===== src/design/icfe_pkg.sv =====
// ----------------------------------------------------------------------------
// icfe_pkg
// Types and constants of the impedance command frame encoder.
// ----------------------------------------------------------------------------
package icfe_pkg;

  localparam int unsigned LimW   = 31;
  localparam int unsigned DataW  = 32;
  localparam int unsigned XW     = 33;
  localparam int unsigned CodeW  = 16;
  localparam int unsigned NumW   = 48;
  localparam int unsigned DivSteps = 16;

  // Stages ahead of the divider: input register and two mapping stages.
  localparam int unsigned PreStages = 3;
  localparam int unsigned PipeDepth = PreStages + DivSteps;

  localparam logic [CodeW-1:0] MaxPosCode = 16'hFFFF;
  localparam logic [CodeW-1:0] MaxVelCode = 16'h0FFF;
  localparam logic [CodeW-1:0] MaxTrqCode = 16'h0FFF;
  localparam logic [CodeW-1:0] MaxKpCode  = 16'h0FFF;
  localparam logic [CodeW-1:0] MaxKdCode  = 16'h01FF;

  localparam logic [LimW-1:0]  PosLimitReset = 31'd819200;
  localparam logic [LimW-1:0]  VelLimitReset = 31'd2949120;
  localparam logic [LimW-1:0]  TrqLimitReset = 31'd2621440;
  localparam logic [LimW-1:0]  KpLimitReset  = 31'd32768000;
  localparam logic [LimW-1:0]  KdLimitReset  = 31'd327680;

  localparam logic [2:0] ModeCode = 3'b000;

  typedef enum logic [2:0] {
    RegPosLimit = 3'd0,
    RegVelLimit = 3'd1,
    RegTrqLimit = 3'd2,
    RegKpLimit  = 3'd3,
    RegKdLimit  = 3'd4,
    RegZeroOffset = 3'd5
  } cfg_reg_e;

endpackage


===== src/design/icfe_map.sv =====
// ----------------------------------------------------------------------------
// icfe_map
// Clamps one value to its limit and scales it by the code range (two stages).
// ----------------------------------------------------------------------------
module icfe_map (
  input  logic                                 clk_i,
  input  logic                                 en_i,
  input  logic                                 sym_i,
  input  logic [icfe_pkg::LimW-1:0]            lim_i,
  input  logic [icfe_pkg::CodeW-1:0]           max_code_i,
  input  logic signed [icfe_pkg::XW-1:0]       x_i,
  output logic [icfe_pkg::NumW-1:0]            num_o,
  output logic [icfe_pkg::DataW-1:0]           den_o
);

  logic [icfe_pkg::DataW-1:0] li;
  logic signed [33:0]         lis;
  logic signed [33:0]         xs;
  logic signed [33:0]         clip;
  logic signed [33:0]         shifted;
  logic [icfe_pkg::DataW-1:0] u_d, u_q, den_d, den_a_q, den_b_q;
  logic [icfe_pkg::NumW-1:0]  num_q;

  always_comb begin
    // A limit of zero behaves as one.
    li      = (lim_i == '0) ? 32'd1 : {1'b0, lim_i};
    lis     = $signed({2'b00, li});
    xs      = 34'(x_i);
    clip    = xs;
    shifted = '0;
    if (sym_i) begin
      if (xs > lis) begin
        clip = lis;
      end else if (xs < -lis) begin
        clip = -lis;
      end
      shifted = clip + lis;
      u_d     = shifted[31:0];
      den_d   = {li[30:0], 1'b0};
    end else begin
      if (xs < 0) begin
        clip = '0;
      end else if (xs > lis) begin
        clip = lis;
      end
      u_d   = clip[31:0];
      den_d = li;
    end
  end

  always_ff @(posedge clk_i) begin
    if (en_i) begin
      u_q     <= u_d;
      den_a_q <= den_d;
      num_q   <= u_q * max_code_i;
      den_b_q <= den_a_q;
    end
  end

  assign num_o = num_q;
  assign den_o = den_b_q;

endmodule


===== config.mk =====
export PLATFORM = sky130hd
export DESIGN_NAME = icfe_map
export DESIGN_NICKNAME = d
export VERILOG_FILES = /design/src/design/icfe_pkg.sv /design/src/design/icfe_map.sv
export SDC_FILE = /design/constraint.sdc
export NUM_CORES = 2
export LEC_CHECK = 0
export BUFFER_PORTS_ARGS = -buffer_cell sky130_fd_sc_hd__buf_2
export CORE_UTILIZATION = 25
export DETAILED_ROUTE_END_ITERATION = 10
export PLACE_DENSITY = 0.42
export REMOVE_ABC_BUFFERS = 1
export SLEW_MARGIN = 30
export SYNTH_ARGS = -nofsm -noshare
export SYNTH_HDL_FRONTEND = slang
export SYNTH_SLANG_ARGS = --single-unit

===== constraint.sdc =====
create_clock -name clk_i -period 12.05 [get_ports clk_i]
set_clock_uncertainty 0.2 [all_clocks]
set_input_delay 1.205 -clock clk_i [delete_from_list [all_inputs] [get_ports clk_i]]
set_output_delay 1.205 -clock clk_i [all_outputs]
set_load 0.02 [all_outputs]

==> impl_metrics.yaml <==
yosys:
  synth_area_leaders: "fa_1 (33%), edfxtp_1 (17%), ha_1 (11%), inv_1 (6.6%), nand2_1 (6.6%)"
  synth_edf_count: 144
  synth_top_area_cell: "fa_1"
  synth_cell_types: 79
  yosys.area.top_type_share: 0.328
  yosysWarnings: 0
  yosys_register_bits: 144
  async_flop_share: 0
  synthFlopType: "edfxtp_1"
  synth.cell_area_sq_um: 25600
  synth.avg_cell_area_sq_um: 9.15
  syn_inst: 2796
  yosysSeqAreaShare: 0.169
timing:
  max-slew-margin-rel: 0.331
  final.setup.tns_ns: 0
  finalHoldViolCount: 0
  setup_viol: 0
  slew_violations: 0
  worst_slew_pin_slew_ns: 1.00
  layout_setup_ws_ns: 2.36
  fmax_mhz: 103
  fin_crit_sh: 0.804
  rsz0062_at_grt: "no"
  period_minus_slack_ns: 9.69
critical_path:
  critPathTopFamily: "simple AND/OR/NAND/NOR gates"
  crit_required_ns: 12.09
  cp_slowest_cell: "or4_1"
  crit_arrival_ns: 9.73
  cp_max_fo: 17
  slowest_delay_ns: 0.62
  critical_path_class: "input port to flop"
  critPathBufInv: 3
  startpoint_type: "input port"
  end_kind: "flop"
clock_network:
  cts-root-buf: "clkbuf_16"
  cts_setup_buffers: 0
  cts_max_level: 4
  cts_hold_buf: 0
  post_cts_resized: 0
  clkTransAtPathRegs_ns: 0.09
  cts_buffers: 17
  clockBufferDepth: 2
  clock-sinks: 144
  clk_latency_ns: 0.51
  cts_tree: "built"
routing:
  routed_wl_microns: 84800
  dr.pass1.iters: 5
  vias: 19500
  viasPerCell: 4.63
  post_drt_wl_per_cell_microns: 20.2
  drcViolationCount: 0
  initialDrtViolationCount: 1124
  detail-route-antenna-nets: 0
global_route:
  antenna_found_initial: 8
  grt_first_pass_wirelength_microns: 133000
  globalRoute.busiestLayer: "met2"
  grt_util_met1: 0.237
  gr-total-overflow: 0
  grtUsageTotal: 0.170
  grt_max_degree: 82
  grt_pass1_vias: 21000
  grt_use_met3: 0.0192
  gr-usage-met2: 0.281
floorplanning:
  dieWidth_microns: 322
  initial_core_util: 0.254
  core_sq_um: 101000
  io-pin-count: 163
  chipHeight_microns: 322
  die_area_sq_um: 104000
  row_count: 116
place:
  place_congestion: 0.829
  io_buffers: 162
  dp_slack_ns: 1.93
  hpwlAfterDp_microns: 64300
  placedInstanceArea_sq_um: 27600
hold_path:
  hp-class: "flop to flop"
cells_and_area:
  diodes: 0
  drive_gt1_frac: 0.0888
  nets: 3554
  final_common_cell: "inv_1"
  layout_common_cells: "inv_1 (453), nand2_1 (450), fa_1 (419)"
  postLayoutCellArea_sq_um: 28300
  area_growth_syn_to_layout_pct: 10.4
flow_run:
  drv_cap: 0
status:
  run_status: "complete, no violations"
-- metrics by stage --
stage | cells | hold slack (ns) | util
final | 4206 | 0.216 | 0.280
after CTS | 4206 | 0.216 | 0.280
after global placement | 4174 | 0.201 | 0.274
after detailed placement | 4174 | 0.205 | 0.274
after floorplan | 2636 | 0.200 | -
after global routing | 4206 | 0.218 | 0.280
-- per-layer routing --
metal	wire length [microns]	part of all wire
met1	40500	0.48
met2	39900	0.47
met3	3040	0.036
met4	1370	0.016
met5	13	0.00015
-- worst paths after layout --
check,slack [ns],cells after the start,endpoint,startpoint
min,0.22,0,den_o[13],den_a_q[13]
max,2.36,35,u_q[31],lim_i[15]
min reg2reg,0.22,0,den_o[13],den_a_q[13]
max reg2reg,4.08,22,num_o[44],u_q[12]
-- registers in the layout, indices dropped and copies added (netlist names) --
signal	flops
num_o	48
den_a_q	32
den_o	32
u_q	32
-- area by class of cell --
cell class              count  area, sq um
clock inverters            15          183
well taps                1357         1700
clock buffers              17          425
repair buffers            181          960
fillers                 10900        72500
flip-flops and latches    144         4320
inverters                 455         1710
multi-input cells        2037        19000
-- synthesized netlist by cell type, drive strengths merged, types with 20 or more instances --
| library cell | instances |
|---|---|
| ha | 216 |
| a21boi | 20 |
| xnor2 | 68 |
| inv | 454 |
| nand3 | 22 |
| and2 | 176 |
| edfxtp | 144 |
| xor2 | 27 |
| nor2 | 78 |
| nor3 | 20 |
| clkbuf | 150 |
| a21o | 47 |
| nand4 | 23 |
| o21ai | 110 |
| nand2 | 450 |
| fa | 419 |
| a21oi | 120 |
| o22ai | 40 |
-- kinds of logic after synthesis --
| kind of cell | after synthesis | share of synthesized area |
|---|---|---|
| other | 1 | 0.000147 |
| adders and majority gates | 635 | 0.434 |
| buffers and inverters | 616 | 0.0910 |
| xor gates and xnor gates | 95 | 0.0325 |
| DFF | 144 | 0.169 |
| and+or+nand+nor | 843 | 0.157 |
| AOI/OAI and AO/OA | 432 | 0.104 |
| muxes | 30 | 0.0128 |
Power is left out: the tool's default activity adds up to more than one toggle a clock period on the data nets, which glitch-free logic cannot reach.
