$ cat config.mk
export PLATFORM = sky130hd
export DESIGN_NAME = icfe_div
export DESIGN_NICKNAME = d
export VERILOG_FILES = /design/src/design/icfe_pkg.sv /design/src/design/icfe_div.sv
export SDC_FILE = /design/constraint.sdc
export NUM_CORES = 2
export LEC_CHECK = 0
export BUFFER_PORTS_ARGS = -buffer_cell sky130_fd_sc_hd__buf_2
export CAP_MARGIN = 20
export CORE_UTILIZATION = 30
export CTS_CLUSTER_DIAMETER = 40
export DETAILED_ROUTE_END_ITERATION = 6
export SLEW_MARGIN = 0
export SYNTH_ARGS = -nofsm -noshare
export SYNTH_HDL_FRONTEND = slang
export SYNTH_SLANG_ARGS = --single-unit
$ cat constraint.sdc
create_clock -name clk_i -period 4.1 [get_ports clk_i]
set_input_delay 0.205 -clock clk_i [delete_from_list [all_inputs] [get_ports clk_i]]
set_output_delay 0.205 -clock clk_i [all_outputs]
set_load 0.02 [all_outputs]
$ cat src/design/icfe_pkg.sv
// ----------------------------------------------------------------------------
// icfe_pkg
// Types and constants of the impedance command frame encoder.
// ----------------------------------------------------------------------------
package icfe_pkg;

  localparam int unsigned LimW   = 31;
  localparam int unsigned DataW  = 32;
  localparam int unsigned XW     = 33;
  localparam int unsigned CodeW  = 16;
  localparam int unsigned NumW   = 48;
  localparam int unsigned DivSteps = 16;

  // Stages ahead of the divider: input register and two mapping stages.
  localparam int unsigned PreStages = 3;
  localparam int unsigned PipeDepth = PreStages + DivSteps;

  localparam logic [CodeW-1:0] MaxPosCode = 16'hFFFF;
  localparam logic [CodeW-1:0] MaxVelCode = 16'h0FFF;
  localparam logic [CodeW-1:0] MaxTrqCode = 16'h0FFF;
  localparam logic [CodeW-1:0] MaxKpCode  = 16'h0FFF;
  localparam logic [CodeW-1:0] MaxKdCode  = 16'h01FF;

  localparam logic [LimW-1:0]  PosLimitReset = 31'd819200;
  localparam logic [LimW-1:0]  VelLimitReset = 31'd2949120;
  localparam logic [LimW-1:0]  TrqLimitReset = 31'd2621440;
  localparam logic [LimW-1:0]  KpLimitReset  = 31'd32768000;
  localparam logic [LimW-1:0]  KdLimitReset  = 31'd327680;

  localparam logic [2:0] ModeCode = 3'b000;

  typedef enum logic [2:0] {
    RegPosLimit = 3'd0,
    RegVelLimit = 3'd1,
    RegTrqLimit = 3'd2,
    RegKpLimit  = 3'd3,
    RegKdLimit  = 3'd4,
    RegZeroOffset = 3'd5
  } cfg_reg_e;

endpackage

$ cat src/design/icfe_div.sv
// ----------------------------------------------------------------------------
// icfe_div
// Restoring divider, one quotient bit per pipeline stage.
// ----------------------------------------------------------------------------
module icfe_div (
  input  logic                          clk_i,
  input  logic                          en_i,
  input  logic [icfe_pkg::NumW-1:0]     num_i,
  input  logic [icfe_pkg::DataW-1:0]    den_i,
  output logic [icfe_pkg::CodeW-1:0]    quo_o
);

  localparam int unsigned Steps = icfe_pkg::DivSteps;

  logic [icfe_pkg::NumW-1:0]  rem_q [Steps];
  logic [icfe_pkg::DataW-1:0] den_q [Steps];
  logic [icfe_pkg::CodeW-1:0] quo_q [Steps];

  for (genvar s = 0; s < Steps; s++) begin : g_step
    // The quotient never exceeds the code range, so the top bit comes first.
    localparam int unsigned Sh = Steps - 1 - s;
    logic [icfe_pkg::NumW-1:0]  rem_in, trial, rem_d;
    logic [icfe_pkg::DataW-1:0] den_in;
    logic [icfe_pkg::CodeW-1:0] quo_in, quo_d;

    if (s == 0) begin : g_first
      assign rem_in = num_i;
      assign den_in = den_i;
      assign quo_in = '0;
    end else begin : g_rest
      assign rem_in = rem_q[s-1];
      assign den_in = den_q[s-1];
      assign quo_in = quo_q[s-1];
    end

    always_comb begin
      trial = icfe_pkg::NumW'(den_in) << Sh;
      rem_d = rem_in;
      quo_d = quo_in;
      if (rem_in >= trial) begin
        rem_d     = rem_in - trial;
        quo_d[Sh] = 1'b1;
      end
    end

    always_ff @(posedge clk_i) begin
      if (en_i) begin
        rem_q[s] <= rem_d;
        den_q[s] <= den_in;
        quo_q[s] <= quo_d;
      end
    end
  end

  assign quo_o = quo_q[Steps-1];

endmodule

==> out/results.ini <==
[status]
run_status=complete, no violations

[synth]
cell_type_contributing_the_most_total_cell_area_after_synthesis=sky130_fd_sc_hd__edfxtp_1
synthFlopType=sky130_fd_sc_hd__edfxtp_1
synth_nets=7479
post_synth_main_area_contributors=sky130_fd_sc_hd__edfxtp_1, sky130_fd_sc_hd__ha_1, sky130_fd_sc_hd__a21oi_1
post_synth_num_cell_types=81
syn-instance-count=6870
count_of_flip_flops_with_a_built_in_enable_after_synthesis=1336
syn-mean-instance-area_um2=10.9
ys_seq_elements=1336
synthDominantCellAreaShare=0.534
asyncSetResetFlopFracSynth=0
ys_seq_area_frac=0.534
syn_area_um2=75200
synth.yosys.warnings=0

[run]
max_cap_violations=0

[die]
initial_core_util=0.302
die_w_um=503
row_count=183
die_h_um=503
ioPinCount=98
dieArea_um2=253000
design.core.area_um2=249000

[global_route]
grt_overflow=0
antenna_found_initial=0
grtUsageTotal=0.126
grt_first_pass_wirelength_um=262000
pin_count_of_the_biggest_net_entering_global_routing=150
grt_pass1_vias=52300

[timing]
achievable-frequency_ghz=0.251
max-slew-margin-rel=0.322
finalSetupViolations=0
min_period_ns=3.98
slew_violations=0
worst_slew_pin_slew_ns=1.02
finalHoldWorstSlack_ns=0.148
timing.final.crit_share=0.970
skew_ns=0.0325
hold_violations=0

[layout]
num-nets-final=7854
drive_gt1_frac=0.0997
finish.cell_count_without_fillers=10700
syn_to_final_growth_pct=16.7

[clocking]
tritoncts=built
cts.root.buffer_cell=sky130_fd_sc_hd__clkbuf_16
ctsLongestPathBuffers=3
clk-insertion-delay-late_ns=0.79
cts_inserted_buffers=168
ctsHtreeMaxLevel=4
cts_sinks=1336
clkTransAtPathRegs_ns=0.06

[placement]
io_buffer_count=97
post-dp-hpwl_um=123000
final_gp_congestion=0.941
numPlacedInstances=10300

[hold_path]
hold_path_class=primary input to register

[power]
power.density_cell_area_nw_per_um2=700
combinationalPowerShare=0.402
vdd_ir_drop_max_mv=0.518
proportion_of_total_power_due_to_net_switching=0.352
power.net_switching_w=0.0216
total_leakage_power_nw=34.7
power.share.clock=0.243
power_report.internal_total_w=0.0398
part_of_the_power_in_registers=0.355

[detailed_routing]
drt_wl_total_um=162000
antenna_violating_nets_post_route=0
detail_route.iter0.violations=3117
detail_route.vias_per_cell=4.81
drt-pass1-iter-count=5
total_via_count_after_detailed_routing=51500
avgRoutedWirePerCell_um=15.2
remaining_drc_errors=0

[critical_path]
critical_path.max_fanout=4
critPathLaunchType=register
worstSetupEndpointType=register
critPathArrivalTime_ns=4.52
setup.worst_path.class=register to register
critPathRequiredTime_ns=4.64

[worst max-delay path: stages (launching register included)]
cell	delay, ns
sky130_fd_sc_hd__edfxtp_1	0.39
sky130_fd_sc_hd__inv_1	0.08
sky130_fd_sc_hd__ha_2	0.18
sky130_fd_sc_hd__inv_1	0.05
sky130_fd_sc_hd__fa_2	0.35
sky130_fd_sc_hd__a21o_1	0.20
sky130_fd_sc_hd__a21oi_2	0.16
sky130_fd_sc_hd__nand2b_4	0.16
sky130_fd_sc_hd__a211oi_2	0.10
sky130_fd_sc_hd__a311o_1	0.43
sky130_fd_sc_hd__a311oi_1	0.33
sky130_fd_sc_hd__buf_4	0.17
sky130_fd_sc_hd__nor2_1	0.05
sky130_fd_sc_hd__a221o_1	0.38
sky130_fd_sc_hd__a221oi_2	0.26
sky130_fd_sc_hd__buf_4	0.17
sky130_fd_sc_hd__and4bb_2	0.23
sky130_fd_sc_hd__xor2_1	0.06
[cell usage in the layout (no fill, tap or decap), types with 52 or more instances in the layout]
master                          Yosys  final
sky130_fd_sc_hd__xor2_1           230    230
sky130_fd_sc_hd__nand3_1          105    104
sky130_fd_sc_hd__nor3_1            85     84
sky130_fd_sc_hd__nand2b_1          78     77
sky130_fd_sc_hd__nor4_1            66     63
sky130_fd_sc_hd__inv_1            655    654
sky130_fd_sc_hd__clkbuf_16          0    169
sky130_fd_sc_hd__mux2_2            98     98
sky130_fd_sc_hd__xnor2_1          299    299
sky130_fd_sc_hd__a21o_1           271    271
sky130_fd_sc_hd__dlygate4sd3_1      0     82
sky130_fd_sc_hd__buf_4              2    161
sky130_fd_sc_hd__ha_1             512    511
sky130_fd_sc_hd__nor2_1           455    453
sky130_fd_sc_hd__a31oi_1           52     52
sky130_fd_sc_hd__o21ai_0          461    452
sky130_fd_sc_hd__buf_2             10     96
sky130_fd_sc_hd__edfxtp_1        1336   1336
sky130_fd_sc_hd__nand4_1           88     88
sky130_fd_sc_hd__nand2_1          547    547
sky130_fd_sc_hd__nor2b_1           81     81
sky130_fd_sc_hd__o21bai_1          68     68
sky130_fd_sc_hd__a21oi_1          635    628
[path summary, 6_finish.rpt]
path	depth (start not counted)	from	slack, ns	end
worst min-delay path	2	num_i[8]	0.15	rem_q[0][8]
worst max-delay path	17	rem_q[1][6]	0.12	rem_q[1][94]
worst max register to register	17	rem_q[1][6]	0.12	rem_q[1][94]
worst min register to register	0	quo_q[0][46]	0.41	quo_q[0][62]
[Yosys cell counts, types with 81 or more instances]
| cell type | n |
|---|---|
| sky130_fd_sc_hd__a21o_1 | 271 |
| sky130_fd_sc_hd__a21oi_1 | 635 |
| sky130_fd_sc_hd__clkbuf_1 | 135 |
| sky130_fd_sc_hd__edfxtp_1 | 1336 |
| sky130_fd_sc_hd__ha_1 | 512 |
| sky130_fd_sc_hd__inv_1 | 655 |
| sky130_fd_sc_hd__mux2_2 | 98 |
| sky130_fd_sc_hd__nand2_1 | 547 |
| sky130_fd_sc_hd__nand3_1 | 105 |
| sky130_fd_sc_hd__nand4_1 | 88 |
| sky130_fd_sc_hd__nor2_1 | 455 |
| sky130_fd_sc_hd__nor2b_1 | 81 |
| sky130_fd_sc_hd__nor3_1 | 85 |
| sky130_fd_sc_hd__o21ai_0 | 461 |
| sky130_fd_sc_hd__xnor2_1 | 299 |
| sky130_fd_sc_hd__xor2_1 | 230 |
[final cells by class]
class,count,area (um2)
Clock buffer,187,4300
Multi-Input combinational cell,4721,32300
Sequential cell,1336,40100
Inverter,657,2470
Antenna cell,1,2.50
Fill cell,24400,161000
Timing Repair Buffer,361,2930
Tap cell,3330,4170
Clock inverter,120,1420
[repair_timing]
item | in CTS | in global routing
pin swaps | 1 | 9
hold buffers | 82 | 0
setup endpoints to repair | 2 | 112
endpoints found under the hold margin | 161 | 0
gates resized for setup | 1 | 45
buffers inserted | 0 | 1
[power groups by stage]
stage	Sequential (W)	Combinational, W	Clock (W)
floorplan	0.0212	0.0182	0
global placement	0.0220	0.0237	0
detailed placement	0.0220	0.0241	0
CTS	0.0218	0.0244	0.0154
global route	0.0221	0.0274	0.0159
finish	0.0218	0.0247	0.0149
[layer usage]
layer  wire length (um)  GRT usage
met4               8200     0.0666
met5                  0          0
met3               5650     0.0188
met2              79600      0.228
met1              69000      0.142
[logic make-up (layout without fill, tap and decap cells)]
family                   after synthesis  count (layout)  synth area share
AND/OR/NAND/NOR                     1724            1724             0.110
buffers and inverters                813            1325            0.0409
other                                  0               1                 0
adder cells (fa/ha/maj)              527             527            0.0892
XOR/XNOR                             529             529            0.0617
flip-flops                          1336            1336             0.534
multiplexers                         103             103            0.0154
AO/OA/AOI/OAI                       1838            1838             0.149
[registers in the layout, indices dropped and copies added, names as in the netlist]
signal	flops
rem_q	720
den_q	480
quo_q	136
[through the flow]
stage	setup slack (ns)	TNS, ns	power, W	area [um2]	util
after global placement	-0.0827	-0.102	0.0457	81000	0.325
after global routing	-0.0162	-0.0440	0.0655	87700	0.352
after CTS	0.0182	0	0.0615	87500	0.352
after floorplan	0.474	0	0.0394	75200	-
final	0.122	0	0.0614	87700	0.352
after detailed placement	0.00182	0	0.0462	81000	0.325
Note: power is estimated with default switching activity, not from simulation.
